[config.mk]
export PLATFORM = sky130hd
export DESIGN_NAME = svpwm_xyz
export DESIGN_NICKNAME = d
export VERILOG_FILES = /design/src/rtl/svpwm_pkg.sv /design/src/rtl/svpwm_xyz.sv
export SDC_FILE = /design/constraint.sdc
export NUM_CORES = 2
export LEC_CHECK = 0
export ABC_CLOCK_PERIOD_IN_PS = 10800
export BUFFER_PORTS_ARGS = -buffer_cell sky130_fd_sc_hd__buf_2
export CAP_MARGIN = 40
export CORE_ASPECT_RATIO = 0.75
export CORE_MARGIN = 5
export CORE_UTILIZATION = 55
export DETAILED_ROUTE_END_ITERATION = 8
export PLACE_DENSITY = 0.72
export SLEW_MARGIN = 5
export SYNTH_ARGS = -nofsm -noshare
export SYNTH_HDL_FRONTEND = slang
export SYNTH_SLANG_ARGS = --single-unit
[constraint.sdc]
create_clock -name clock -period 10.8 [get_ports clock]
set_clock_uncertainty 0.05 [all_clocks]
set_input_delay 2.16 -clock clock [delete_from_list [all_inputs] [get_ports clock]]
set_output_delay 2.16 -clock clock [all_outputs]
set_load 0.1 [all_outputs]
[src/rtl/svpwm_pkg.sv]
// Shared types and constants for the space vector PWM duty calculator.
// No dependencies; every rtl file but svpwm_count refers to this package by scoped name.
`timescale 1ns / 1ps

package svpwm_pkg;

   // Configuration register indexes.
   localparam logic [1:0] CSR_APPLY_GAIN  = 2'd0;
   localparam logic [1:0] CSR_MOD_GAIN    = 2'd1;
   localparam logic [1:0] CSR_SW_PERIOD   = 2'd2;

   // Fixed point constants: sqrt(3) in Q16, unity gain in Q14, 2.0 in Q28.
   localparam logic [16:0] SQRT3_Q16      = 17'd113512;
   localparam logic [15:0] UNITY_GAIN     = 16'd16384;
   localparam logic signed [35:0] TWO_Q28 = 36'sd536870912;

   // Sector codes.
   localparam logic [2:0] SECTOR_1 = 3'd1;
   localparam logic [2:0] SECTOR_2 = 3'd2;
   localparam logic [2:0] SECTOR_3 = 3'd3;
   localparam logic [2:0] SECTOR_4 = 3'd4;
   localparam logic [2:0] SECTOR_5 = 3'd5;
   localparam logic [2:0] SECTOR_6 = 3'd6;

   // Doubled X, Y, Z values in Q28 travelling between stages.
   typedef struct packed {
      logic signed [34:0] x;
      logic signed [34:0] y;
      logic signed [34:0] z;
      logic               zero_ts;
   } xyz_type;

   // Quadrupled on-times in Q28 plus the sector.
   typedef struct packed {
      logic signed [35:0] ta;
      logic signed [35:0] tb;
      logic signed [35:0] tc;
      logic [2:0]         sector;
      logic               zero_ts;
   } times_type;

endpackage

[src/rtl/svpwm_xyz.sv]
// Front pipeline: gain scaling, sqrt3 product and X/Y/Z forming.
// Depends on svpwm_pkg.
`timescale 1ns / 1ps

module svpwm_xyz (
   input  logic                  clock,
   input  logic                  reset,
   input  logic                  in_valid,
   input  logic signed [15:0]    alpha,
   input  logic signed [15:0]    beta,
   input  logic [15:0]           gain,
   input  logic                  zero_ts,
   output logic                  out_valid,
   output svpwm_pkg::xyz_type    out_xyz
);

   // Stage 1: scaled inputs u and v (Q28).
   logic               s1_valid_ff;
   logic signed [32:0] u_ff, v_ff, u_in, v_in;
   logic               s1_zero_ff;

   assign u_in = 33'(alpha * $signed({1'b0, gain}));
   assign v_in = 33'(beta * $signed({1'b0, gain}));

   always_ff @(posedge clock) begin
      if (reset) s1_valid_ff <= 1'b0;
      else s1_valid_ff <= in_valid;
      u_ff       <= u_in;
      v_ff       <= v_in;
      s1_zero_ff <= zero_ts;
   end

   // Stage 2: sqrt3 product.
   logic               s2_valid_ff;
   logic signed [50:0] p_ff, p_in;
   logic signed [32:0] v2_ff;
   logic               s2_zero_ff;

   assign p_in = 51'(u_ff * $signed({1'b0, svpwm_pkg::SQRT3_Q16}));

   always_ff @(posedge clock) begin
      if (reset) s2_valid_ff <= 1'b0;
      else s2_valid_ff <= s1_valid_ff;
      p_ff       <= p_in;
      v2_ff      <= v_ff;
      s2_zero_ff <= s1_zero_ff;
   end

   // Stage 3: divide by 65536 toward zero, then form doubled X, Y, Z.
   logic signed [50:0] p_adj;
   logic signed [34:0] s_val;
   logic signed [34:0] v_ext;
   svpwm_pkg::xyz_type xyz_ff, xyz_in;
   logic               s3_valid_ff;

   always_comb begin
      p_adj      = p_ff[50] ? p_ff + 51'sd65535 : p_ff;
      s_val      = 35'(p_adj >>> 16);
      v_ext      = 35'(v2_ff);
      xyz_in.x   = v_ext <<< 1;
      xyz_in.y   = s_val + v_ext;
      xyz_in.z   = v_ext - s_val;
      xyz_in.zero_ts = s2_zero_ff;
   end

   always_ff @(posedge clock) begin
      if (reset) s3_valid_ff <= 1'b0;
      else s3_valid_ff <= s2_valid_ff;
      xyz_ff <= xyz_in;
   end

   assign out_valid = s3_valid_ff;
   assign out_xyz   = xyz_ff;

endmodule

Word-level counts from Yosys, hierarchy flattened
Index checks and enable logic that the tools add are counted.
{ "word_totals": {"out_inout_bits": 107, "ff_bits": 256, "inputBits": 52, "word_cells": 20} }
{ "classes": {"n_mul": 3, "muxes": 1, "addsub": 3} }
{ "ops": {"columns": ["cell", "count"], "rows": [
  ["$mul 16x17->33", 2],
  ["$add 51x17->51 const B", 1],
  ["$mux 51", 1],
  ["$mul 33x15->48 const B", 1],
  ["$add 35x33->35", 1],
  ["$sub 33x35->35", 1]
]} }

Logic depth before layout (Yosys ltp)
{ "logic_depth": {"depth_word": 3, "ltp_mapped": 24, "depth_no_buf": 23} }

Worst setup path before layout
No wires, ideal clock.
{ "synth_path": {"path_kind": "input-to-reg", "start": "input gain[13]", "end": "register u_ff[30]", "setup_time_ps": 123, "required_time_ps": 10627, "path_slack_ps": 2944, "arrival_time_ps": 7683, "n_path_buf": 1, "path_stages": 22, "path_cell_list": "clkbuf_1 and2_1 fa_1 inv_1 fa_1 inv_1 fa_1 inv_1 fa_1 fa_1 fa_1 inv_1 ha_1 a21o_1 o21a_1 a311oi_1 a31oi_1 a31oi_1 o21ai_2 a31oi_1 o21bai_1 xor2_1"} }
{ "synth_between": {"elab_chain_cells": 1} }
{ "synth_lines": {"columns": ["item", "line", "text"], "rows": [
  ["start: declaration", "svpwm_xyz.sv:11", "input logic [15:0] gain,"],
  ["$mul 16x17->33", "svpwm_xyz.sv:22", "assign u_in = 33'(alpha * $signed({1'b0, gain}));"],
  ["net u_in[30]", "svpwm_xyz.sv:19", "logic signed [32:0] u_ff, v_ff, u_in, v_in;"],
  ["end signal: assignment", "svpwm_xyz.sv:28", "u_ff <= u_in;"],
  ["end: declaration", "svpwm_xyz.sv:19", null]
]} }
The timed path passes the listed nets, and every way through them passes these cells.
A chain may end at the register's enable or synchronous reset.

Worst setup path after layout
{ "layout_path": {"start": "input gain[7]", "end": "register v_ff[30]"} }
{ "layout_between": {"elab_chain_cells": 1} }
{ "layout_lines": {"columns": ["item", "line", "text"], "rows": [
  ["$mul 16x17->33", "svpwm_xyz.sv:23", "assign v_in = 33'(beta * $signed({1'b0, gain}));"],
  ["net v_in[30]", "svpwm_xyz.sv:19", null],
  ["end signal: assignment", "svpwm_xyz.sv:29", "v_ff <= v_in;"],
  ["end: declaration", "svpwm_xyz.sv:19", null]
]} }
The timed path passes the listed nets, and every way through them passes these cells.

==> flow_metrics.env <==
export IMPL_post_cts_buffers=0
export IMPL_drt_initial_drc_count=1764
export IMPL_synth_nets=5214
export IMPL_async_flop_share=0
export IMPL_r2r_end="p_ff[50]$_DFF_P_"
export IMPL_gp_congestion=0.948
export IMPL_wl_um=89200
export IMPL_core_rowCount=83
export IMPL_initial_core_util=0.552
export IMPL_clk_latency_ns=0.58
export IMPL_rsz0062_at_grt="no"
export IMPL_cp_start_kind="primary input"
export IMPL_slew_violations=0
export IMPL_hold_viol=0
export IMPL_ys_warn_count=0
export IMPL_slowest_stage="buf_2"
export IMPL_min_delay_start="v_ff[26]$_DFF_P_"
export IMPL_grt_util_all_layers=0.247
export IMPL_min_period_ns=8.19
export IMPL_vias_per_cell=5.34
export IMPL_via_count=26900
export IMPL_r2r_start="u_ff[13]$_DFF_P_"
export IMPL_antenna_found_initial=3
export IMPL_synthesis_instances=4059
export IMPL_route_detailed_drc=0
export IMPL_max_freq_mhz=122
export IMPL_cts_htree_levels=1
export IMPL_maxCapViolCount=0
export IMPL_ys_seq_elements=255
export IMPL_synthFlopType="dfxtp_1"
export IMPL_die_area_um2=73800
export IMPL_dp_hpwl_um=74100
export IMPL_path_clk_slew_ns=0.07
export IMPL_ioPinCount=159
export IMPL_ys_seq_area_frac=0.136
export IMPL_die_x_um=312
export IMPL_critPathArrivalTime_ns=8.59
export IMPL_firstDrtPassIters=5
export IMPL_fin_nets=5279
export IMPL_status="finished clean"
export IMPL_wl_per_cell_um=17.7
export IMPL_numCtsBuffers=27
export IMPL_hp_class="register to register"
export IMPL_worstPathCellList="buf_2 > nand2_1 > fa_1 > inv_1 > fa_1 > fa_1 > fa_1 > fa_1 > inv_1 > fa_1 > inv_1 > ha_1 > nand2_1 > o21ai_0 > o2111ai_1 > a21oi_1 > o22ai_1 > o31ai_1 > a21o_1 > a21oi_1 > xnor2_1"
export IMPL_crit_type="primary input to register"
export IMPL_fin_crit_sh=0.758
export IMPL_hold_buffers=0
export IMPL_rrSetupSlack_ns=4.59
export IMPL_finalSetupViolCount=0
export IMPL_tritoncts="done"
export IMPL_die_h_um=236
export IMPL_avgSynthCellArea_um2=9.27
export IMPL_hold_depth=0
export IMPL_cts_sinks=255
export IMPL_required_ns=11.21
export IMPL_drive_above_1_share=0.0567
export IMPL_worst_path_max_fanout=32
export IMPL_fill_cells=5983
export IMPL_synth_area_um2=37600
export IMPL_antenna_diode_count=0
export IMPL_grt_ovfl_total=0
export IMPL_grt_max_degree=33
export IMPL_reg2reg_depth=18
export IMPL_area_growth_pct=6.67
export IMPL_max_stage_delay_ns=0.61
export IMPL_grt_pass1_wl_um=148000
export IMPL_tightestPinTransition_ns=0.830
export IMPL_layout_common_cells="898 x inv_1, 632 x fa_1, 471 x ha_1"
export IMPL_core_area_um2=68100
export IMPL_synth_edff_count=0
export IMPL_cts_root_buffer="clkbuf_16"
export IMPL_final_common_cell="inv_1"
export IMPL_endpoint_kind="register"
export IMPL_antenna_left=0
export IMPL_timing_setup_tns_ns=0
export IMPL_grt_pass1_vias=27800
export IMPL_yosysUniqueCellTypes=86
export IMPL_slew_headroom=0.447
export IMPL_min_delay_worst_endpoint="v2_ff[26]$_DFF_P_"
export IMPL_cp_common_cell="fa_1"
export IMPL_post_cts_resized=0
export IMPL_io_buffers=157
export IMPL_clockBufferDepth=3
-- how the worst max path moves through the flow --
stage             start               end  slack (ns)  depth (start not counted)
2_1_floorplan  gain[13]  u_ff[30]$_DFF_P_        2.94                         22
3_3_place_gp    gain[7]  v_ff[32]$_DFF_P_        2.32                         23
3_5_place_dp    gain[7]  v_ff[30]$_DFF_P_        2.19                         23
4_1_cts         gain[7]  v_ff[30]$_DFF_P_        2.77                         23
5_1_grt         gain[7]  v_ff[30]$_DFF_P_        2.23                         23
6_report        gain[7]  v_ff[30]$_DFF_P_        2.61                         21
-- cells in the mapped netlist (16+ instances only) --
master | number | area share
dfxtp_1 | 255 | 0.14
o21ai_0 | 68 | 0.0090
ha_1 | 471 | 0.16
nor2_1 | 153 | 0.015
clkbuf_1 | 111 | 0.011
nor3_1 | 18 | 0.0024
a211oi_1 | 21 | 0.0042
xnor2_1 | 159 | 0.037
o21bai_1 | 38 | 0.0076
and2_1 | 234 | 0.039
o21a_1 | 16 | 0.0032
nand2_1 | 339 | 0.034
nand4_1 | 17 | 0.0028
a21oi_1 | 157 | 0.021
a21o_1 | 89 | 0.018
a31oi_1 | 21 | 0.0035
nand3_1 | 38 | 0.0051
and3_1 | 27 | 0.0045
fa_1 | 632 | 0.34
inv_1 | 898 | 0.090
nor2b_1 | 24 | 0.0040
nand2b_1 | 30 | 0.0050
xor2_1 | 66 | 0.015
-- cell families (layout without fill, tap and decap cells) --
family,after synthesis,in the layout,share of synthesized area
DFF,255,255,0.136
adders and majority gates,1113,1113,0.496
and+or+nand+nor,931,931,0.122
AOI/OAI and AO/OA,511,511,0.0909
other,1,1,0.0000997
xor gates and xnor gates,226,226,0.0528
buffers and inverters,1022,1107,0.102
-- metal layers --
| metal | GRT usage | share of wire |
|---|---|---|
| met1 | 0.380 | 0.48 |
| met2 | 0.366 | 0.42 |
| met3 | 0.0513 | 0.088 |
| met4 | 0.0418 | 0.016 |
| met5 | 0 | 0.000078 |
-- per-stage QoR --
step	hold slack (ns)	std cells	instance area (um2)	utilization	setup slack [ns]
after floorplan	0.260	4059	37600	-	2.94
after global placement	0.260	4987	39000	0.573	2.32
after detailed placement	0.262	4987	39000	0.573	2.19
after CTS	0.267	5036	40100	0.589	2.77
after global routing	0.273	5036	40100	0.589	2.23
final	0.266	5036	40100	0.589	2.61
-- state kept, by name, summed over array words and instances (netlist names), 33 cells and up --
signal   cells
u_ff        33
v2_ff       33
p_ff        48
out_xyz    103
v_ff        33
-- cell type report --
class / count / area [um2] / area share
inverter: 900 / 3380 / 0.0842
tap: 892 / 1120 / 0.0278
sequential: 255 / 5100 / 0.127
timing repair buffer: 158 / 793 / 0.0198
multi-input combinational: 2782 / 28700 / 0.714
clock buffer: 34 / 752 / 0.0187
clock inverter: 15 / 323 / 0.00805
-- worst max-delay path, delay by kind of cell --
kind	cells	cell delay, ns
adders and majority gates	7	3.46
xor gates and xnor gates	1	0.14
and+or+nand+nor	2	0.25
AOI/OAI and AO/OA	7	1.79
buffers and inverters	4	0.76
Power is left out: the tool's default activity adds up to more than one toggle a clock period on the data nets, which glitch-free logic cannot reach.
