--- config.mk ---
export PLATFORM = sky130hd
export DESIGN_NAME = svpwm_times
export DESIGN_NICKNAME = d
export VERILOG_FILES = /design/src/rtl/svpwm_pkg.sv /design/src/rtl/svpwm_times.sv
export SDC_FILE = /design/constraint.sdc
export NUM_CORES = 1
export LEC_CHECK = 0
export BUFFER_PORTS_ARGS = -buffer_cell sky130_fd_sc_hd__buf_2
export CAP_MARGIN = 20
export CELL_PAD_IN_SITES_DETAIL_PLACEMENT = 0
export CELL_PAD_IN_SITES_GLOBAL_PLACEMENT = 2
export CORE_MARGIN = 3
export CORE_UTILIZATION = 35
export CTS_CLUSTER_DIAMETER = 80
export DETAILED_ROUTE_END_ITERATION = 12
export PLACE_DENSITY_LB_ADDON = 0.1
export SLEW_MARGIN = 20
export SYNTH_ARGS = -nofsm -noshare
export SYNTH_HDL_FRONTEND = slang
export SYNTH_SLANG_ARGS = --single-unit
--- constraint.sdc ---
create_clock -name clock -period 10 [get_ports clock]
set_input_delay 3 -clock clock [delete_from_list [all_inputs] [get_ports clock]]
set_output_delay 3 -clock clock [all_outputs]
set_load 0.02 [all_outputs]
--- src/rtl/svpwm_pkg.sv ---
// Shared types and constants for the space vector PWM duty calculator.
// No dependencies; every rtl file but svpwm_count refers to this package by scoped name.
`timescale 1ns / 1ps

package svpwm_pkg;

   // Configuration register indexes.
   localparam logic [1:0] CSR_APPLY_GAIN  = 2'd0;
   localparam logic [1:0] CSR_MOD_GAIN    = 2'd1;
   localparam logic [1:0] CSR_SW_PERIOD   = 2'd2;

   // Fixed point constants: sqrt(3) in Q16, unity gain in Q14, 2.0 in Q28.
   localparam logic [16:0] SQRT3_Q16      = 17'd113512;
   localparam logic [15:0] UNITY_GAIN     = 16'd16384;
   localparam logic signed [35:0] TWO_Q28 = 36'sd536870912;

   // Sector codes.
   localparam logic [2:0] SECTOR_1 = 3'd1;
   localparam logic [2:0] SECTOR_2 = 3'd2;
   localparam logic [2:0] SECTOR_3 = 3'd3;
   localparam logic [2:0] SECTOR_4 = 3'd4;
   localparam logic [2:0] SECTOR_5 = 3'd5;
   localparam logic [2:0] SECTOR_6 = 3'd6;

   // Doubled X, Y, Z values in Q28 travelling between stages.
   typedef struct packed {
      logic signed [34:0] x;
      logic signed [34:0] y;
      logic signed [34:0] z;
      logic               zero_ts;
   } xyz_type;

   // Quadrupled on-times in Q28 plus the sector.
   typedef struct packed {
      logic signed [35:0] ta;
      logic signed [35:0] tb;
      logic signed [35:0] tc;
      logic [2:0]         sector;
      logic               zero_ts;
   } times_type;

endpackage

--- src/rtl/svpwm_times.sv ---
// Sector decision and on-time table.
// Depends on svpwm_pkg.
`timescale 1ns / 1ps

module svpwm_times (
   input  logic                  clock,
   input  logic                  reset,
   input  logic                  in_valid,
   input  svpwm_pkg::xyz_type    in_xyz,
   output logic                  out_valid,
   output svpwm_pkg::times_type  out_times
);

   logic signed [35:0] x, y, z, two;
   logic [2:0]         sector;
   svpwm_pkg::times_type t_in, t_ff;
   logic               valid_ff;

   // Sector from the signs, then the six-case on-time table.
   always_comb begin
      x   = 36'(in_xyz.x);
      y   = 36'(in_xyz.y);
      z   = 36'(in_xyz.z);
      two = svpwm_pkg::TWO_Q28;
      if (y < 0) begin
         if (z < 0) sector = svpwm_pkg::SECTOR_5;
         else sector = (x < 0) ? svpwm_pkg::SECTOR_4 : svpwm_pkg::SECTOR_3;
      end else begin
         if (z > 0) sector = svpwm_pkg::SECTOR_2;
         else sector = (x < 0) ? svpwm_pkg::SECTOR_6 : svpwm_pkg::SECTOR_1;
      end
      t_in.sector  = sector;
      t_in.zero_ts = in_xyz.zero_ts;
      unique case (sector)
         svpwm_pkg::SECTOR_1: begin
            t_in.ta = two - z + x;
            t_in.tb = two + z + x;
            t_in.tc = two + z - x;
         end
         svpwm_pkg::SECTOR_2: begin
            t_in.tb = two + z + y;
            t_in.ta = two - z + y;
            t_in.tc = two - z - y;
         end
         svpwm_pkg::SECTOR_3: begin
            t_in.tb = two + x - y;
            t_in.tc = two - x - y;
            t_in.ta = two - x + y;
         end
         svpwm_pkg::SECTOR_4: begin
            t_in.tc = two - x + z;
            t_in.tb = two + x + z;
            t_in.ta = two + x - z;
         end
         svpwm_pkg::SECTOR_5: begin
            t_in.tc = two - y - z;
            t_in.ta = two + y - z;
            t_in.tb = two + y + z;
         end
         default: begin
            t_in.ta = two + y - x;
            t_in.tc = two - y - x;
            t_in.tb = two - y + x;
         end
      endcase
   end

   always_ff @(posedge clock) begin
      if (reset) valid_ff <= 1'b0;
      else valid_ff <= in_valid;
      t_ff <= t_in;
   end

   assign out_valid = valid_ff;
   assign out_times = t_ff;

endmodule

Yosys cells after proc, flatten, opt, wreduce, memory -nomap -nowiden
Index checks and enable logic that the tools add are counted.
- register bits after elaboration: 113
- input bits: 109
- output and inout bits: 113
- word-level logic and storage cells: 45
- add/sub/neg operators: 24
- order comparisons: 4
- equal/unequal tests: 5
- muxes and demuxes: 6
- operators with widths (cell ; number):
    $pmux W108 S5 ; 1
    $add A36 B35 Y36 ; 9
    $sub A36 B35 Y36 ; 9
    $add A31 B35 Y36 const A ; 3
    $sub A31 B35 Y36 const A ; 3
    $lt A35 B1 Y1 const B ; 3
    $gt A35 B1 Y1 const B ; 1
    $mux W3 ; 5
    $eq A3 B2 Y1 const B ; 2
    $eq A3 B3 Y1 const B ; 2
    $eq A3 B1 Y1 const B ; 1

Logic depth before layout (Yosys ltp)
Gate-level depths: netlist of the first run.
- depth after elaboration: 6
- gate-level depth with buffers: 24
- gate-level depth less buffers: 24

Worst setup path before layout of the first run
Ideal clock, no wire load.
- kind: input to register
- from: in in_xyz[13] (netlist name)
- to: reg t_ff (netlist bit out_times[74])
- library setup time: 0.134 ns
- arrival time: 8.026 ns
- data required time: 9.866 ns
- slack: 1.840 ns
- stages: 23
- path buffers: 4
- path through: or4_4 or4_1 clkbuf_1 nor3_2 and4_1 buf_4 nor3_1 clkbuf_1 clkbuf_1 o21ai_0 ha_1 inv_1 fa_1 nand2b_1 a21oi_1 o21ai_1 o211ai_1 a221oi_1 a31oi_1 a21oi_1 o31ai_1 o21ai_1 or4_1
- RTL lines (item ; RTL line ; RTL):
    from (decl) ; svpwm_times.sv:9 ; input svpwm_pkg::xyz_type in_xyz,
    to (signal assigned) ; svpwm_times.sv:71 ; t_ff <= t_in;
    to (decl) ; svpwm_times.sv:16 ; svpwm_pkg::times_type t_in, t_ff;

==> reports/qor.json, run 1 <==
{
  "status": {
    "status": "complete, no violations"
  },
  "place": {
    "place_hpwl_um": 121000,
    "detailed_place.area_um2": 31500,
    "dp_cells": 5324,
    "port_buffers": 221,
    "detailedPlace.worstSlack_ns": 1.07,
    "place_congestion": 0.995
  },
  "synthesis": {
    "largest_area_contributor_in_the_netlist": "sky130_fd_sc_hd__ha_1",
    "synth_common_cells": "sky130_fd_sc_hd__a21oi_1 (435), sky130_fd_sc_hd__ha_1 (432), sky130_fd_sc_hd__nand2_1 (387)",
    "postSynthRegisterBits": 113,
    "yosysMostFrequentCell": "sky130_fd_sc_hd__a21oi_1",
    "post_synth_main_area_contributors": "sky130_fd_sc_hd__ha_1 (19%), sky130_fd_sc_hd__xnor2_1 (9.9%), sky130_fd_sc_hd__dfxtp_1 (7.7%), sky130_fd_sc_hd__a21oi_1 (7.5%), sky130_fd_sc_hd__o21ai_0 (6.1%)",
    "synth_enable_flop_cells": 0,
    "synth_top_area_frac": 0.185,
    "postSynthAreaPerCell_um2": 7.07,
    "post_synth_num_cell_types": 85,
    "synth.yosys.seq_area_share": 0.0775,
    "synth.cell_area_um2": 29200,
    "ys.warnings.count": 0,
    "ys.flop_type": "sky130_fd_sc_hd__dfxtp_1",
    "syn-num-nets": 4685,
    "async_flop_share": 0,
    "post_synth_inst_count": 4132
  },
  "die": {
    "die_area_um2": 86900,
    "floorplan.io_pins": 222,
    "die_width_um": 295,
    "floorplan.core_area_um2": 82400,
    "die_h_um": 295,
    "floorplan.rows": 105,
    "starting_density": 0.354
  },
  "global_route": {
    "grt_overflow_total": 0,
    "grt_use_total": 0.326,
    "antenna_found_initial": 5,
    "vias_in_the_first_global_route": 30200,
    "grt_pass1_wl_um": 206000,
    "largest_net_degree_at_the_start_of_global_routing": 58
  },
  "power_and_ir_drop": {
    "total_power_mw": 4.02,
    "total_leakage_power_nw": 14.8,
    "pwr_density_cell_nw_per_um2": 125,
    "irDropWorstVdd_v": 0.000159
  },
  "routing": {
    "postRouteWirelength_um": 146000,
    "detailroute.via_count": 32500,
    "post_drt_wl_per_cell_um": 27.2,
    "post_drt_via_cell_ratio": 6.07,
    "ant_nets": 0,
    "post-route-drc-count": 0,
    "drt-initial-drc-count": 3556,
    "drt_pass1_iterations": 6
  },
  "timing": {
    "final-setup-viol-count": 0,
    "fraction_of_the_cycle_the_final_worst_path_needs": 0.842,
    "clock.fmax_mhz": 119,
    "rsz0062_at_grt": "false",
    "slew_headroom": 0.226,
    "timing.final.crit_period_ns": 8.42,
    "final_critical_path_setup_slack_ns": 1.58,
    "endpoints_failing_hold": 0,
    "tightestPinTransition_ns": 1.15,
    "final_number_of_max_transition_violations": 0,
    "setup_tns_ns": 0
  },
  "critical_path": {
    "worstPathBufferInverterCount": 2,
    "worstSetupStartpointType": "input port",
    "timing.critical_path.arrival_ns": 8.82,
    "cp_top_family": "compound AO/OA/AOI/OAI gates",
    "criticalPathCategory": "in -> reg",
    "timing.critical_path.cells": "buf_2 > or4_4 > or4_1 > nor3_2 > and4_1 > nor3_2 > o21ai_0 > ha_1 > inv_1 > fa_1 > nand2b_1 > a21oi_1 > o21ai_1 > o211ai_1 > a221oi_1 > a31oi_1 > a21oi_1 > o31ai_1 > o21ai_1 > or4_1",
    "timing.critical_path.fanout_max": 14,
    "slowest_stage": "sky130_fd_sc_hd__o31ai_1",
    "worst_setup_path_end_kind": "register",
    "timing.critical_path.required_ns": 10.39,
    "cpPeakStageDelay_ns": 0.65
  },
  "cts": {
    "clkSlewWorstSetupHoldPaths_ns": 0.06,
    "tritoncts": "built",
    "cts_root_buf": "sky130_fd_sc_hd__clkbuf_16",
    "cts_buffer_depth": 2,
    "tritoncts.num_buffers": 17,
    "cts_setup_buffers": 0,
    "cts_num_sinks": 113,
    "cts_repair_resize_count": 0,
    "ctsHtreeMaxLevel": 4,
    "holdBufCountCts": 0
  },
  "finish": {
    "post-route-cell-area_um2": 32100,
    "area.growth.synth_to_final_pct": 10.1,
    "post_route_insts_no_fill": 5362,
    "filler_cell_count": 8975,
    "final_nets": 4826,
    "final_layout_size_suffix_gt1_frac": 0.0847
  },
  "flow_run": {
    "drv_cap": 0
  },
  "hold_path": {
    "hold_path_class": "in -> reg"
  }
}
per-layer routing:
| layer | up-vias | track usage | wire [um] | share of wire |
|---|---|---|---|---|
| li1 | 15500 | - | - | - |
| met1 | 15500 | 0.512 | 74000 | 0.51 |
| met2 | 1448 | 0.437 | 54900 | 0.38 |
| met3 | 105 | 0.0813 | 14700 | 0.10 |
| met4 | 0 | 0.0662 | 2380 | 0.016 |
| met5 | - | 0 | 0 | 0 |
power by group:
group | switching (mW) | leakage, nW | internal, mW | total (mW)
sequential | 0.0367 | 0.952 | 0.568 | 0.604
clock | 0.291 | 0.297 | 0.420 | 0.710
combinational | 1.72 | 13.5 | 0.980 | 2.70
sequential cells by signal, indices dropped and copies added (netlist names):
register / count
out_times: 112
out_valid: 1
cell type report:
cell class	instances	area [um^2]	share of cell area
multi-input combinational	3653	25600	0.797
clock buffer	21	450	0.0140
timing repair buffer	268	1460	0.0454
antenna	7	17.5	0.000545
tap	1070	1340	0.0416
sequential	113	2260	0.0704
inverter	220	826	0.0257
clock inverter	10	160	0.00498
logic make-up (layout without fill, tap and decap cells):
logic type                 Yosys count  count (layout)  share of synthesized area
AOI/OAI and AO/OA                 1535            1535                      0.333
and+or+nand+nor                   1136            1136                      0.184
xor gates and xnor gates           483             483                      0.145
adders and majority gates          444             444                      0.193
buffers and inverters              366             519                     0.0474
DFF                                113             113                     0.0775
muxes                               55              55                     0.0192
other                                0               7                          0
path summary, 6_finish.rpt:
path | startpoint | endpoint | slack [ns] | cells after the start
worst min-delay path | in_xyz[0] | out_times[0] | 2.58 | 1
worst max-delay path | in_xyz[13] | out_times[74] | 1.58 | 20
placed cells by master (no fill, tap or decap), drive strengths merged, types with 28 or more instances in the layout:
master / instances
a211oi: 41
a21o: 221
a21oi: 435
a22oi: 28
a31oi: 43
and3: 30
buf: 268
dfxtp: 113
ha: 432
inv: 220
mux2i: 46
nand2: 387
nand2b: 66
nand3: 106
nand4: 46
nor2: 263
nor2b: 39
nor3: 85
nor4: 33
o211ai: 40
o21a: 39
o21ai: 369
o21bai: 62
o22ai: 49
xnor2: 329
xor2: 154
through the flow:
stage	hold WS (ns)	utilization
floorplan	3.03	-
global placement	3.10	0.383
detailed placement	3.11	0.383
CTS	2.55	0.390
global route	2.57	0.390
finish	2.58	0.390
No activity file was read; power rests on OpenSTA's default activity.
==> run 2, diff against run 1 <==
- clock period: 10 -> 8 ns (I/O delays scaled with it)
==> run 2 against run 1 <==
Routed wire length is 2.9% higher. Sequential share of layout area shrank 0.24 points. Flip-flop and latch count unchanged.
==> reports/qor.json, run 2 (synthesis results as in run 1) <==
{
  "die": {
    "floorplan.rows": 105,
    "die_width_um": 295,
    "starting_density": 0.354,
    "floorplan.core_area_um2": 82400,
    "die_h_um": 295,
    "floorplan.io_pins": 222,
    "die_area_um2": 86900
  },
  "cts": {
    "holdBufCountCts": 0,
    "tritoncts": "built",
    "cts_num_sinks": 113,
    "clkSlewWorstSetupHoldPaths_ns": 0.06,
    "ctsHtreeMaxLevel": 4,
    "cts_buffer_depth": 2,
    "cts_setup_buffers": 0,
    "tritoncts.num_buffers": 17,
    "cts_root_buf": "sky130_fd_sc_hd__clkbuf_16"
  },
  "timing": {
    "slew_headroom": 0.251,
    "tightestPinTransition_ns": 1.12,
    "final-setup-viol-count": 0,
    "final_number_of_max_transition_violations": 0,
    "clock.fmax_mhz": 131,
    "final_critical_path_setup_slack_ns": 0.366,
    "rsz0062_at_grt": "false",
    "endpoints_failing_hold": 0,
    "setup_tns_ns": 0,
    "fraction_of_the_cycle_the_final_worst_path_needs": 0.954,
    "timing.final.crit_period_ns": 7.63
  },
  "finish": {
    "largest_register_ffs": 112,
    "final_nets": 4973,
    "final_layout_size_suffix_gt1_frac": 0.117,
    "layout_common_cells": "sky130_fd_sc_hd__a21oi_1 (433), sky130_fd_sc_hd__ha_1 (432), sky130_fd_sc_hd__nand2_1 (383)",
    "area_used_by_multi_input_combinational_logic_um2": 25700,
    "ff_latch_area_um2": 2260,
    "filler_cell_count": 8848,
    "leading_cell_type_in_the_layout_fill_and_taps_excluded": "sky130_fd_sc_hd__a21oi_1",
    "area.growth.synth_to_final_pct": 14.0,
    "finalCoreUtilization": 0.404,
    "post_route_insts_no_fill": 5506
  },
  "critical_path": {
    "timing.critical_path.required_ns": 8.38,
    "slowest_stage": "sky130_fd_sc_hd__nor4_2",
    "worstPathBufferInverterCount": 3,
    "timing.critical_path.cells": "buf_2 > nor4_2 > buf_4 > nand3_1 > nor4_1 > buf_4 > nand3_1 > or2_2 > nor2_1 > xnor2_1 > nand2_1 > o21ai_0 > ha_1 > a21o_1 > a21o_1 > a21oi_1 > nand2b_1 > o31ai_1 > nand2b_1 > a211o_1 > a21oi_1 > o41ai_1 > or4_1",
    "worst_setup_path_end_kind": "register",
    "cp_top_family": "simple AND/OR/NAND/NOR gates",
    "timing.critical_path.arrival_ns": 8.01,
    "timing.critical_path.fanout_max": 7,
    "worstSetupStartpointType": "input port",
    "criticalPathCategory": "in -> reg",
    "cpPeakStageDelay_ns": 0.59
  },
  "place": {
    "port_buffers": 221,
    "place_congestion": 0.990,
    "dp_cells": 5470,
    "detailedPlace.worstSlack_ns": -0.144,
    "place_hpwl_um": 127000
  },
  "routing": {
    "ant_nets": 0,
    "post_drt_via_cell_ratio": 6.04,
    "postRouteWirelength_um": 150000,
    "post-route-drc-count": 0,
    "post_drt_wl_per_cell_um": 27.3,
    "drt_pass1_iterations": 8,
    "drt-initial-drc-count": 3392,
    "detailroute.via_count": 33200
  },
  "global_route": {
    "grt_pass1_wl_um": 210000,
    "largest_net_degree_at_the_start_of_global_routing": 57,
    "vias_in_the_first_global_route": 30700,
    "grt_busiest_layer": "met1",
    "grt_use_total": 0.334,
    "groute.layer.met2.usage": 0.441,
    "use_met1": 0.520,
    "grt_overflow_total": 0,
    "grt_util_met3": 0.103,
    "antenna_found_initial": 2
  },
  "hold_path": {
    "hold_path_class": "in -> reg"
  },
  "power_and_ir_drop": {
    "total_power_mw": 5.10,
    "total_leakage_power_nw": 15.5,
    "irDropWorstVdd_v": 0.000187,
    "pwr_density_cell_nw_per_um2": 153
  },
  "flow_run": {
    "drv_cap": 0
  },
  "status": {
    "status": "complete, no violations"
  }
}
[run 2: changes by cell type in the layout (fill, tap and decap cells not counted), sizes merged]
cell	before	now
buf	268	414
diode	7	3
clkinvlp	1	4
bufinv	4	3
clkbuf	21	20
inv	220	221
[run 2: final timing paths]
| check | from | to | slack (ns) | cells after the start |
|---|---|---|---|---|
| worst max-delay path | in_xyz[38] | out_times[39] | 0.37 | 23 |
| worst min-delay path | in_xyz[0] | out_times[0] | 2.00 | 1 |
[run 2: power by group]
group,internal (mW),total (mW),switching (mW)
Sequential,0.709,0.758,0.0487
Clock,0.497,0.884,0.388
Combinational,1.29,3.46,2.17
[run 2: layout make-up]
cell class              instances  area share
diodes                          3    0.000226
clock inverters                13     0.00485
flip-flops and latches        113      0.0680
inverters                     220      0.0248
clock buffers                  19      0.0133
multi-input cells            3653       0.772
repair buffers                415      0.0769
well taps                    1070      0.0402
[run 2: repair_timing]
item,in CTS,in global routing
resized for setup,0,2
endpoints found under the hold margin,0,0
setup endpoints to repair,0,1
[run 2: per-layer routing]
metal / up-vias / wire, um
met5: - / 0
met4: 0 / 2130
met3: 91 / 17400
met2: 1584 / 55700
met1: 15800 / 75000
li1: 15800 / -
[run 2: metrics by stage]
step	instance area, um^2	hold slack [ns]
floorplan	29200	2.43
global placement	32600	2.50
detailed placement	32600	2.51
CTS	33200	1.96
global route	33300	1.98
finish	33300	2.00
