==> src/rtl/svpwm_count.sv <==
// Converts one quadrupled on-time into a clamped compare count over two stages.
// Depends on nothing outside this file.
`timescale 1ns / 1ps

module svpwm_count #(
   parameter int unsigned PERIOD = 6000
) (
   input  logic               clock,
   input  logic signed [35:0] t4,
   output logic [15:0]        count
);

   localparam logic [15:0] PERIOD_C = 16'(PERIOD);

   // Stage 1: clamp negatives, register a saturated magnitude.
   logic [31:0] mag_ff, mag_in;
   always_comb begin
      if (t4 <= 0) mag_in = '0;
      else if (t4 > 36'sh0_FFFF_FFFF) mag_in = 32'hFFFF_FFFF;
      else mag_in = t4[31:0];
   end

   // Stage 2: multiply by PERIOD and shift; magnitudes above 2^32 clamp anyway.
   logic [47:0] prod_ff;
   logic [17:0] c;
   always_ff @(posedge clock) begin
      mag_ff  <= mag_in;
      prod_ff <= mag_ff * PERIOD_C;
   end

   always_comb begin
      c = prod_ff[47:30];
      count = (c > 18'(PERIOD_C)) ? PERIOD_C : c[15:0];
   end

endmodule

==> config.mk <==
export PLATFORM = sky130hd
export DESIGN_NAME = svpwm_count
export DESIGN_NICKNAME = d
export VERILOG_FILES = /design/src/rtl/svpwm_count.sv
export SDC_FILE = /design/constraint.sdc
export NUM_CORES = 1
export LEC_CHECK = 0
export CAP_MARGIN = 20
export CORE_ASPECT_RATIO = 0.9
export CORE_UTILIZATION = 50
export DETAILED_ROUTE_END_ITERATION = 10
export DONT_BUFFER_PORTS = 1
export PLACE_DENSITY_LB_ADDON = 0.2
export SYNTH_ARGS = -nofsm -noshare
export SYNTH_HDL_FRONTEND = slang
export SYNTH_SLANG_ARGS = --single-unit
==> constraint.sdc <==
create_clock -name clock -period 5.5 [get_ports clock]
set_clock_uncertainty 0.05 [all_clocks]
set_input_delay 0.275 -clock clock [delete_from_list [all_inputs] [get_ports clock]]
set_output_delay 0.275 -clock clock [all_outputs]
set_load 0.005 [all_outputs]
# Word level (Yosys, flattened, before mapping)

Cells that the tools add are included.

Register bits: 73
Input port bits: 37
Output and inout bits: 16

Multiply operators: 1
$lt $le $gt $ge: 3
Multiplexer cells: 2

Operator list:

| operator                                                                           | count |
|---|---|
| 32-bit by 9-bit multiplier with 41-bit output (second input constant)              | 1 |
| 36-bit by 33-bit greater-than comparator with 1-bit output (second input constant) | 1 |
| 36-bit by 1-bit <= comparator with 1-bit output (second input constant)            | 1 |
| 32-bit two-way mux                                                                 | 1 |
| 15-bit by 13-bit greater-than comparator with 1-bit output (second input constant) | 1 |
| 15-bit two-way mux                                                                 | 1 |

# Longest topological paths before layout

Gate-level depths: netlist of the first run.

Depth in word-level cells: 2
Gate-level depth with buffers: 17
Depth with buffers taken out: 16

# Worst setup path after synthesis of the first run

OpenSTA, ideal clock, no wires.

Kind: reg2reg
Start: reg mag_ff[14]
End: reg prod_ff[31]
Library setup time: 0.100 ns
Arrival: 4.307 ns
Slack: 1.043 ns
Stages on the path, launching flop included: 17
Buffers on the path: 0
Clock period less this slack: 4.457 ns
Path through: dfxtp_1 fa_1 inv_1 fa_1 inv_1 fa_1 inv_1 fa_1 inv_1 ha_1 and2_1 nand4_1 nor2_1 a2111oi_0 o31ai_1 mux2_4 a2111oi_4

Word-level cells in the longest chain between the ends: 1

RTL lines:

| item                                          | line | RTL |
|---|---|---|
| start: declaration                            | 16   | `logic [31:0] mag_ff, mag_in;` |
| start signal: assignment                      | 27   | `mag_ff <= mag_in;` |
| 32-bit by 9-bit multiplier with 41-bit output | 28   | `prod_ff <= mag_ff * PERIOD_C;` |
| end signal: assignment                        | 28   |  |
| end: declaration                              | 24   | `logic [47:0] prod_ff;` |

Every way passes these cells.
A chain may end at the register's enable or synchronous reset.

# Worst setup path in the final report of the first run

Start: reg mag_ff[19]
End: reg prod_ff[41]

The elaborated chain is that of the path after synthesis.

==> results of run 1 <==
==> critical path, cell delays in order (launching register included) <==
cell and delay [ns]:
dfxtp_1 0.42, fa_1 0.57, inv_1 0.05, fa_1 0.50, inv_1 0.05, fa_1 0.47
inv_1 0.05, fa_1 0.53, inv_1 0.04, ha_1 0.35, a21oi_1 0.21, o21ai_0 0.12
a221oi_1 0.52, o22ai_1 0.12, nor3b_1 0.46, a21oi_1 0.16, xor2_1 0.17
==> cell families (layout without fill, tap and decap cells) <==
group | after synthesis | count (layout) | synth area share
mux | 3 | 3 | 0.004186
simple gates | 114 | 114 | 0.07282
xor+xnor | 9 | 9 | 0.009420
flops | 47 | 47 | 0.1124
buf+inv | 369 | 364 | 0.1672
fa+ha+maj | 261 | 261 | 0.5221
compound gates | 135 | 135 | 0.1114
other cells | 1 | 3 | 0.0004481
==> per-layer routing <==
| layer | up-vias | part of all wire | GRT usage |
|---|---|---|---|
| met5 | - | 0 | 0 |
| met4 | 0 | 0.0077 | 0.03833 |
| met2 | 80 | 0.44 | 0.3437 |
| li1 | 2829 | - | - |
| met1 | 2749 | 0.52 | 0.3212 |
| met3 | 9 | 0.031 | 0.02345 |
==> flip-flops by register name, summed over array words and instances, names as in the netlist <==
signal	flops
prod_ff	15
mag_ff	32
==> worst max-delay path by stage <==
stage	start	end	slack, ns	cells past startpoint
after global placement	mag_ff[14]$_SDFF_PP0_	prod_ff[31]$_DFF_P_	0.64	15
after global routing	mag_ff[19]$_SDFF_PP0_	prod_ff[41]$_DFF_P_	0.14	16
final	mag_ff[19]$_SDFF_PP0_	prod_ff[41]$_DFF_P_	0.52	16
after detailed placement	mag_ff[24]$_SDFF_PP0_	prod_ff[41]$_DFF_P_	0.56	16
after floorplan	mag_ff[14]$_SDFF_PP0_	prod_ff[31]$_DFF_P_	1.04	16
after CTS	mag_ff[24]$_SDFF_PP0_	prod_ff[41]$_DFF_P_	0.51	16
==> per-stage QoR <==
step | setup WS (ns) | power [mW] | hold slack (ns)
2_1_floorplan | 1.043 | 3.706 | 0.2974
6_report | 0.5168 | 4.943 | 0.04378
3_3_place_gp | 0.6388 | 4.532 | 0.3015
4_1_cts | 0.5144 | 4.963 | 0.03796
3_5_place_dp | 0.5594 | 4.575 | 0.2995
5_1_grt | 0.1432 | 5.637 | 0.03737
==> final cells by class <==
class                      instances  share of cell area
multi-input combinational        525              0.6901
timing repair buffer               3            0.002859
clock buffer                       6             0.01472
tap                              207             0.02959
sequential                        47              0.1075
inverter                         354              0.1518
clock inverter                     1            0.003431
==> placed cells by master (no fill, tap or decap), drive strengths merged, types with 13 or more instances in the layout <==
master,n
ha,114
dfxtp,47
inv,354
nand3,13
o21a,37
fa,147
a21oi,37
o21ai,21
nor2,22
nand2,18
==> power by group <==
group          internal, mW  leakage, nW  switching [mW]
Combinational          1.66         4.34            2.41
Clock                 0.212       0.0769           0.137
Sequential            0.443        0.396          0.0722
==> cells in the mapped netlist (all sizes together) (4+ instances only) <==
cell | instances | area [sq um]
and3 | 8 | 50.05
a211oi | 5 | 37.54
dfxtp | 47 | 940.9
nand3 | 13 | 65.06
nand2 | 18 | 67.56
nor4 | 8 | 50.05
fa | 147 | 2943
nor3 | 8 | 40.04
xnor2 | 6 | 52.55
nand4 | 7 | 43.79
a2111oi | 4 | 60.06
o21ai | 21 | 105.1
clkbuf | 10 | 37.54
buf | 5 | 32.53
inv | 354 | 1329
o21a | 37 | 277.8
or2 | 7 | 43.79
nor2 | 22 | 82.58
ha | 114 | 1426
nor2b | 7 | 43.79
a21o | 12 | 90.09
a21oi | 37 | 185.2
==> repair_timing <==
action,in CTS,in global routing
hold buffers,1,0
buffers inserted,0,0
hold endpoints to repair,1,0
==> impl_metrics.env, run 1 <==
export IMPL_run_status="finished, violations left"
export IMPL_violations="DRC"
export IMPL_route_detailed_drc=6
export IMPL_cts_resized=0
export IMPL_path_clk_slew_ns=0.07
export IMPL_seq_area_frac_synth=0.1124
export IMPL_initialDrtViolationCount=201
export IMPL_max_freq_ghz=0.2007
export IMPL_p_leak_nw=4.814
export IMPL_rows=44
export IMPL_worst_pin_slew_ns=0.7238
export IMPL_cp_data_arrival_time_ns=5.10
export IMPL_placed_cell_area_sq_mm=0.008583
export IMPL_pin_count=53
export IMPL_syn_mean_instance_area_sq_um=8.912
export IMPL_fp_dieH_microns=124.7
export IMPL_synth_cell_types=53
export IMPL_fin_crit_ns=4.983
export IMPL_cts_root_buf="clkbuf_16"
export IMPL_antenna_cells=0
export IMPL_clk_latency_ns=0.30
export IMPL_ir_worst_vdd_v=0.0002864
export IMPL_ctsHtreeMaxLevel=2
export IMPL_overflow=0
export IMPL_synth_edf_count=0
export IMPL_place_inst=1135
export IMPL_critPathRequiredTime_ns=5.62
export IMPL_path_class="register to register"
export IMPL_worstHoldEndpoint="mag_ff[6]$_SDFF_PP0_"
export IMPL_die_area_sq_mm=0.01726
export IMPL_grt_first_pass_wirelength_mm=29.74
export IMPL_vias=5667
export IMPL_cp_start_kind="register"
export IMPL_final_nets=1234
export IMPL_r2r_start="mag_ff[19]$_SDFF_PP0_"
export IMPL_rr_endpoint="prod_ff[41]$_DFF_P_"
export IMPL_final_hold_viol_count=0
export IMPL_max_slew_margin=0.5130
export IMPL_hold_path_depth=1
export IMPL_ys_ff_latch=47
export IMPL_slew_violations=0
export IMPL_die_w_microns=138.4
export IMPL_netlist_instances=939
export IMPL_stdcell_count=1143
export IMPL_vias_per_cell=4.958
export IMPL_fin_tns_setup_ns=0
export IMPL_finalSetupViolCount=0
export IMPL_coreArea_sq_mm=0.01624
export IMPL_firstDrtPassIters=7
export IMPL_antenna_found_initial=0
export IMPL_hp_class="input port to register"
export IMPL_utilization=0.5389
export IMPL_power_density_mw_per_mm2=564.8
export IMPL_seqCellArea_sq_um=940.9
export IMPL_gp_congestion=0.8473
export IMPL_async_reset_ff_frac=0
export IMPL_area_delta_synth_final_pct=4.590
export IMPL_hpwl_mm=14.63
export IMPL_min_period_over_period=0.9060
export IMPL_avgRoutedWirePerCell_microns=14.40
export IMPL_rr_worst_depth=16
export IMPL_ys_flop_type="dfxtp_1"
export IMPL_hp_start="t4[6]"
export IMPL_syn_cell_area_sq_mm=0.008368
export IMPL_cts_sinks=47
export IMPL_cts_tree="done"
export IMPL_grt_max_degree=32
export IMPL_cts_inserted_buffers=5
export IMPL_multi_input_area_sq_mm=0.006040
export IMPL_fillers=1519
export IMPL_portBuffers=0
export IMPL_synth_warnings=0
export IMPL_cts_buffer_depth=2
export IMPL_regToRegSetupSlack_ns=0.52
export IMPL_rsz0062_at_grt="no"
export IMPL_final_area_sq_mm=0.008752
export IMPL_worstPathMaxFanout=7
export IMPL_layout_drive_gt1_share=0.02350
export IMPL_crit_path_end_kind="register"
export IMPL_cap_violations=0
export IMPL_grt_usage=0.2164
export IMPL_start_util=0.5153
export IMPL_ant_nets=0
export IMPL_routed_wirelength_mm=16.46
export IMPL_grt_pass1_vias=6141
No activity file was read; power rests on OpenSTA's default activity.
==> run 2, diff against run 1 <==
--- a/config.mk
+++ b/config.mk
@@ -7,7 +7,7 @@
 export LEC_CHECK = 0
 export CAP_MARGIN = 20
 export CORE_ASPECT_RATIO = 0.9
-export CORE_UTILIZATION = 50
+export CORE_UTILIZATION = 45
 export DETAILED_ROUTE_END_ITERATION = 10
 export DONT_BUFFER_PORTS = 1
 export PLACE_DENSITY_LB_ADDON = 0.2
==> run 2 against run 1 <==
The run now ends clean. Fmax rose by 0.57%. Register-to-register slack gained 0.03 ns. Setup slack improved by 0.028 ns. Critical path type unchanged. Via count down 1.4%. Critical path depth unchanged. Cell area grew 0.31%. Sequential share of layout area about the same. Power fell by 1.3%. Core utilization is 4.8 points lower. Highest routed layer unchanged. Wire length up 1.3%. First-iteration DRC count is 64% higher. Hold slack lost 0.011 ns. Critical endpoint unchanged.
==> impl_metrics.env, run 2 (same netlist as run 1, synthesis figures left out) <==
export IMPL_slew_violations=0
export IMPL_max_slew_margin=0.4770
export IMPL_worstPathMaxFanout=9
export IMPL_grt_pass1_vias=6051
export IMPL_gr_max_usage_layer="met2"
export IMPL_grt_usage=0.1968
export IMPL_largest_register_ffs=32
export IMPL_max_freq_ghz=0.2018
export IMPL_firstDrtPassIters=4
export IMPL_antenna_cells=0
export IMPL_min_period_over_period=0.9009
export IMPL_antenna_found_initial=0
export IMPL_met3_usage=0.02813
export IMPL_ir_worst_vdd_v=0.0002601
export IMPL_overflow=0
export IMPL_ant_nets=0
export IMPL_cap_violations=0
export IMPL_whs_ns=0.03280
export IMPL_grt_first_pass_wirelength_mm=29.84
export IMPL_path_class="register to register"
export IMPL_vias=5587
export IMPL_grt_use_met1=0.2898
export IMPL_final_common_cell="inv_1"
export IMPL_gp_congestion=0.8372
export IMPL_place_inst=1168
export IMPL_stdcell_count=1177
export IMPL_power_density_mw_per_mm2=555.5
export IMPL_route_detailed_drc=0
export IMPL_cts_tree="done"
export IMPL_cts_sinks=47
export IMPL_final_nets=1234
export IMPL_pin_count=53
export IMPL_rows=46
export IMPL_p_leak_nw=4.803
export IMPL_clk_latency_ns=0.31
export IMPL_cts_root_buf="clkbuf_16"
export IMPL_start_util=0.4675
export IMPL_initialDrtViolationCount=329
export IMPL_top_register="mag_ff"
export IMPL_final_hold_viol_count=0
export IMPL_fin_crit_ns=4.955
export IMPL_total_power_mw=4.877
export IMPL_critPathRequiredTime_ns=5.63
export IMPL_die_w_microns=145.7
export IMPL_die_area_sq_mm=0.01915
export IMPL_portBuffers=0
export IMPL_coreArea_sq_mm=0.01790
export IMPL_path_clk_slew_ns=0.08
export IMPL_vias_per_cell=4.747
export IMPL_grtUsageMet2=0.3062
export IMPL_largestRegisters="mag_ff x32, prod_ff x15"
export IMPL_cts_buffer_depth=2
export IMPL_worst_pin_slew_ns=0.7773
export IMPL_run_status="complete, no violations"
export IMPL_area_delta_synth_final_pct=4.919
export IMPL_avgRoutedWirePerCell_microns=14.16
export IMPL_crit_path_end_kind="register"
export IMPL_fin_tns_setup_ns=0
export IMPL_hpwl_mm=14.73
export IMPL_ctsHtreeMaxLevel=2
export IMPL_fp_dieH_microns=131.4
export IMPL_cts_inserted_buffers=5
export IMPL_grt_max_degree=32
export IMPL_hp_class="input port to register"
export IMPL_finalSetupViolCount=0
export IMPL_cp_data_arrival_time_ns=5.09
export IMPL_final_cell_mix="inv_1, fa_1, ha_1, dfxtp_1, o21a_1"
export IMPL_cp_start_kind="register"
export IMPL_rsz0062_at_grt="no"
export IMPL_routed_wirelength_mm=16.67
export IMPL_layout_drive_gt1_share=0.02561
run 2: cell type report:
class | count | area [sq um]
Fill cell | 1717 | 9120
Multi-Input combinational cell | 525 | 6040
Inverter | 354 | 1329
Sequential cell | 47 | 940.9
Tap cell | 240 | 300.3
Clock buffer | 5 | 125.1
Timing Repair Buffer | 3 | 25.02
Clock inverter | 3 | 20.02
run 2: repair_timing:
item	in CTS	in global routing
buffers inserted	0	0
hold buffers	1	0
hold endpoints to repair	1	0
resized for setup	0	0
run 2: power by group:
group	total (mW)	switching, mW	internal, mW
sequential	0.515	0.0722	0.443
combinational	4.04	2.39	1.66
clock	0.319	0.151	0.168
run 2: critical path, cell delays in order, from the launching register on:
cell and delay (ns):
dfxtp_1 0.43, fa_1 0.59, inv_1 0.06, fa_1 0.49, inv_1 0.05, fa_1 0.47, inv_1 0.05, fa_1 0.53
inv_1 0.04, ha_1 0.40, a21oi_1 0.21, nand2_1 0.07, a221oi_1 0.50, o22ai_1 0.13, nor3b_1 0.43, a21oi_1 0.15
xor2_1 0.17
run 2: per-stage QoR:
step | utilization | cell area (sq um) | setup slack (ns)
2_1_floorplan | - | 8376 | 1.043
6_report | 0.4905 | 8780 | 0.5450
3_3_place_gp | 0.4818 | 8625 | 0.5654
5_1_grt | 0.4905 | 8780 | 0.1638
3_5_place_dp | 0.4818 | 8625 | 0.5834
4_1_cts | 0.4905 | 8780 | 0.5529
run 2: path summary, 6_finish.rpt:
check / start / to / slack [ns] / cells after the start
max: mag_ff[24]$_SDFF_PP0_ / prod_ff[41]$_DFF_P_ / 0.55 / 16
min: t4[10] / mag_ff[10]$_SDFF_PP0_ / 0.03 / 1
max reg2reg: mag_ff[24]$_SDFF_PP0_ / prod_ff[41]$_DFF_P_ / 0.55 / 16
min reg2reg: mag_ff[31]$_SDFF_PP0_ / prod_ff[44]$_DFF_P_ / 0.91 / 2
run 2: routing by layer:
| layer | up-vias | routed length [microns] |
|---|---|---|
| li1 | 2832 | - |
| met1 | 2669 | 8701 |
| met2 | 76 | 7252 |
| met3 | 10 | 552 |
| met4 | 0 | 161 |
| met5 | - | 0 |
==> run 3, diff against run 2 <==
--- a/config.mk
+++ b/config.mk
@@ -6,7 +6,6 @@
 export NUM_CORES = 1
 export LEC_CHECK = 0
 export CAP_MARGIN = 20
-export CORE_ASPECT_RATIO = 0.9
 export CORE_UTILIZATION = 45
 export DETAILED_ROUTE_END_ITERATION = 10
 export DONT_BUFFER_PORTS = 1
==> run 3 against run 2 <==
The flow now finishes with violations (DRC). Die area is essentially flat. Wire length shrank 1.3%. Cell count shrank 0.85%. Cell area grew 0.23%. Core utilization shrank 0.39 points. Register-to-register slack lost 0.07 ns. Via count grew 1.2%. Critical endpoint unchanged. Largest cell class unchanged.
==> impl_metrics.env, run 3 (same netlist as run 1, synthesis figures left out) <==
export IMPL_cts_tree="done"
export IMPL_clk_latency_ns=0.31
export IMPL_critPathMaxStageDelay_ns=0.59
export IMPL_ir_worst_vdd_v=0.0002254
export IMPL_coreArea_sq_mm=0.01809
export IMPL_gr_max_usage_layer="met2"
export IMPL_path_clk_slew_ns=0.07
export IMPL_run_status="finished, violations left"
export IMPL_antenna_found_initial=0
export IMPL_grt_first_pass_wirelength_mm=29.21
export IMPL_path_class="register to register"
export IMPL_die_area_sq_mm=0.01914
export IMPL_firstDrtPassIters=7
export IMPL_timing_critical_path_cells="fa_1 -> inv_1 -> fa_1 -> inv_1 -> fa_1 -> inv_1 -> fa_1 -> inv_1 -> ha_1 -> a21oi_1 -> o21ai_0 -> a211oi_1 -> a211oi_1 -> nor3b_1 -> a21oi_1 -> xor2_1"
export IMPL_p_leak_nw=4.822
export IMPL_cts_resized=0
export IMPL_vias=5652
export IMPL_routed_wirelength_mm=16.45
export IMPL_cp_slowest_cell="fa_1"
export IMPL_fin_tns_setup_ns=0
export IMPL_layout_drive_gt1_share=0.02665
export IMPL_min_period_over_period=0.9135
export IMPL_grt_pass1_vias=6148
export IMPL_largest_register_ffs=32
export IMPL_seqCellArea_sq_um=940.9
export IMPL_grt_use_met1=0.2479
export IMPL_hp_class="input port to register"
export IMPL_ant_nets=0
export IMPL_place_inst=1158
export IMPL_start_util=0.4627
export IMPL_critPathRequiredTime_ns=5.64
export IMPL_fin_crit_ns=5.024
export IMPL_avgRoutedWirePerCell_microns=14.09
export IMPL_largestRegisters="mag_ff x32, prod_ff x15"
export IMPL_top_register="mag_ff"
export IMPL_vias_per_cell=4.843
export IMPL_final_nets=1235
export IMPL_hpwl_mm=14.61
export IMPL_utilization=0.4865
export IMPL_cp_start_kind="register"
export IMPL_cts_inserted_buffers=5
export IMPL_portBuffers=0
export IMPL_cap_violations=0
export IMPL_area_delta_synth_final_pct=5.158
export IMPL_rows=49
export IMPL_route_detailed_drc=4
export IMPL_multi_input_area_sq_mm=0.006040
export IMPL_worst_pin_slew_ns=0.7006
export IMPL_rsz0062_at_grt="no"
export IMPL_met3_usage=0.02321
export IMPL_antenna_cells=0
export IMPL_fp_dieH_microns=138.4
export IMPL_ctsHtreeMaxLevel=2
export IMPL_final_hold_viol_count=0
export IMPL_power_density_mw_per_mm2=556.3
export IMPL_fillers=1761
export IMPL_cp_data_arrival_time_ns=5.17
export IMPL_pin_count=53
export IMPL_die_w_microns=138.4
export IMPL_cts_sinks=47
export IMPL_grt_usage=0.1917
export IMPL_grtUsageMet2=0.3428
export IMPL_slew_violations=0
export IMPL_cts_root_buf="clkbuf_16"
export IMPL_final_common_cell="inv_1"
export IMPL_finalSetupViolCount=0
export IMPL_overflow=0
export IMPL_stdcell_count=1167
export IMPL_initialDrtViolationCount=181
export IMPL_worstPathMaxFanout=7
export IMPL_crit_path_end_kind="register"
export IMPL_grt_max_degree=33
export IMPL_gp_congestion=0.8772
export IMPL_cts_buffer_depth=2
export IMPL_final_cell_mix="inv_1, fa_1, ha_1, dfxtp_1, o21a_1"
export IMPL_max_slew_margin=0.5330
export IMPL_max_freq_ghz=0.1990
export IMPL_violations="DRC"
-- run 3: final cells by class --
type	instances	share of cell area
clock buffers	5	0.01422
clock inverters	3	0.005261
inverters	354	0.1510
multi-input cells	525	0.6863
flip-flops and latches	47	0.1069
well taps	229	0.03256
repair buffers	4	0.003697
-- run 3: path summary, 6_finish.rpt --
| kind | from | end | slack [ns] | depth (start not counted) |
|---|---|---|---|---|
| worst max-delay path | mag_ff[17]$_SDFF_PP0_ | prod_ff[41]$_DFF_P_ | 0.48 | 16 |
| worst min-delay path | t4[9] | mag_ff[9]$_SDFF_PP0_ | 0.04 | 1 |
| worst max register to register | mag_ff[17]$_SDFF_PP0_ | prod_ff[41]$_DFF_P_ | 0.48 | 16 |
| worst min register to register | mag_ff[31]$_SDFF_PP0_ | prod_ff[44]$_DFF_P_ | 0.89 | 2 |
-- run 3: layer usage --
layer,vias to the layer above,part of all wire
met2,65,0.50
li1,2833,-
met1,2740,0.47
met5,-,0
met3,14,0.025
met4,0,0.011
-- run 3: repair_timing --
item                                   4_1_cts  5_1_grt
buffers inserted                             0        0
hold buffers                                 1        0
endpoints found under the hold margin        1        0
-- run 3: metrics by stage --
step	area (sq um)	power, mW	worst slack, ns	hold WS (ns)
detailed placement	8618	4.538	0.4697	0.3217
CTS	8800	4.947	0.4385	0.02832
global route	8800	5.619	0.1384	0.03041
global placement	8618	4.530	0.5901	0.3221
floorplan	8376	3.706	1.043	0.2974
finish	8800	4.896	0.4758	0.03707
-- run 3: worst max-delay path: cells and delay by family (launching register included) --
family / cells / cell delay (ns)
AO/OA/AOI/OAI: 5 / 1.13
buffers and inverters: 4 / 0.20
AND/OR/NAND/NOR: 1 / 0.49
adder cells (fa/ha/maj): 5 / 2.42
flip-flops: 1 / 0.43
XOR/XNOR: 1 / 0.17
-- run 3: where the power goes --
part	internal (mW)	total, mW	switching, mW
combinational	1.67	4.01	2.34
sequential	0.442	0.519	0.0769
clock	0.217	0.371	0.155
total	2.32	4.90	2.57
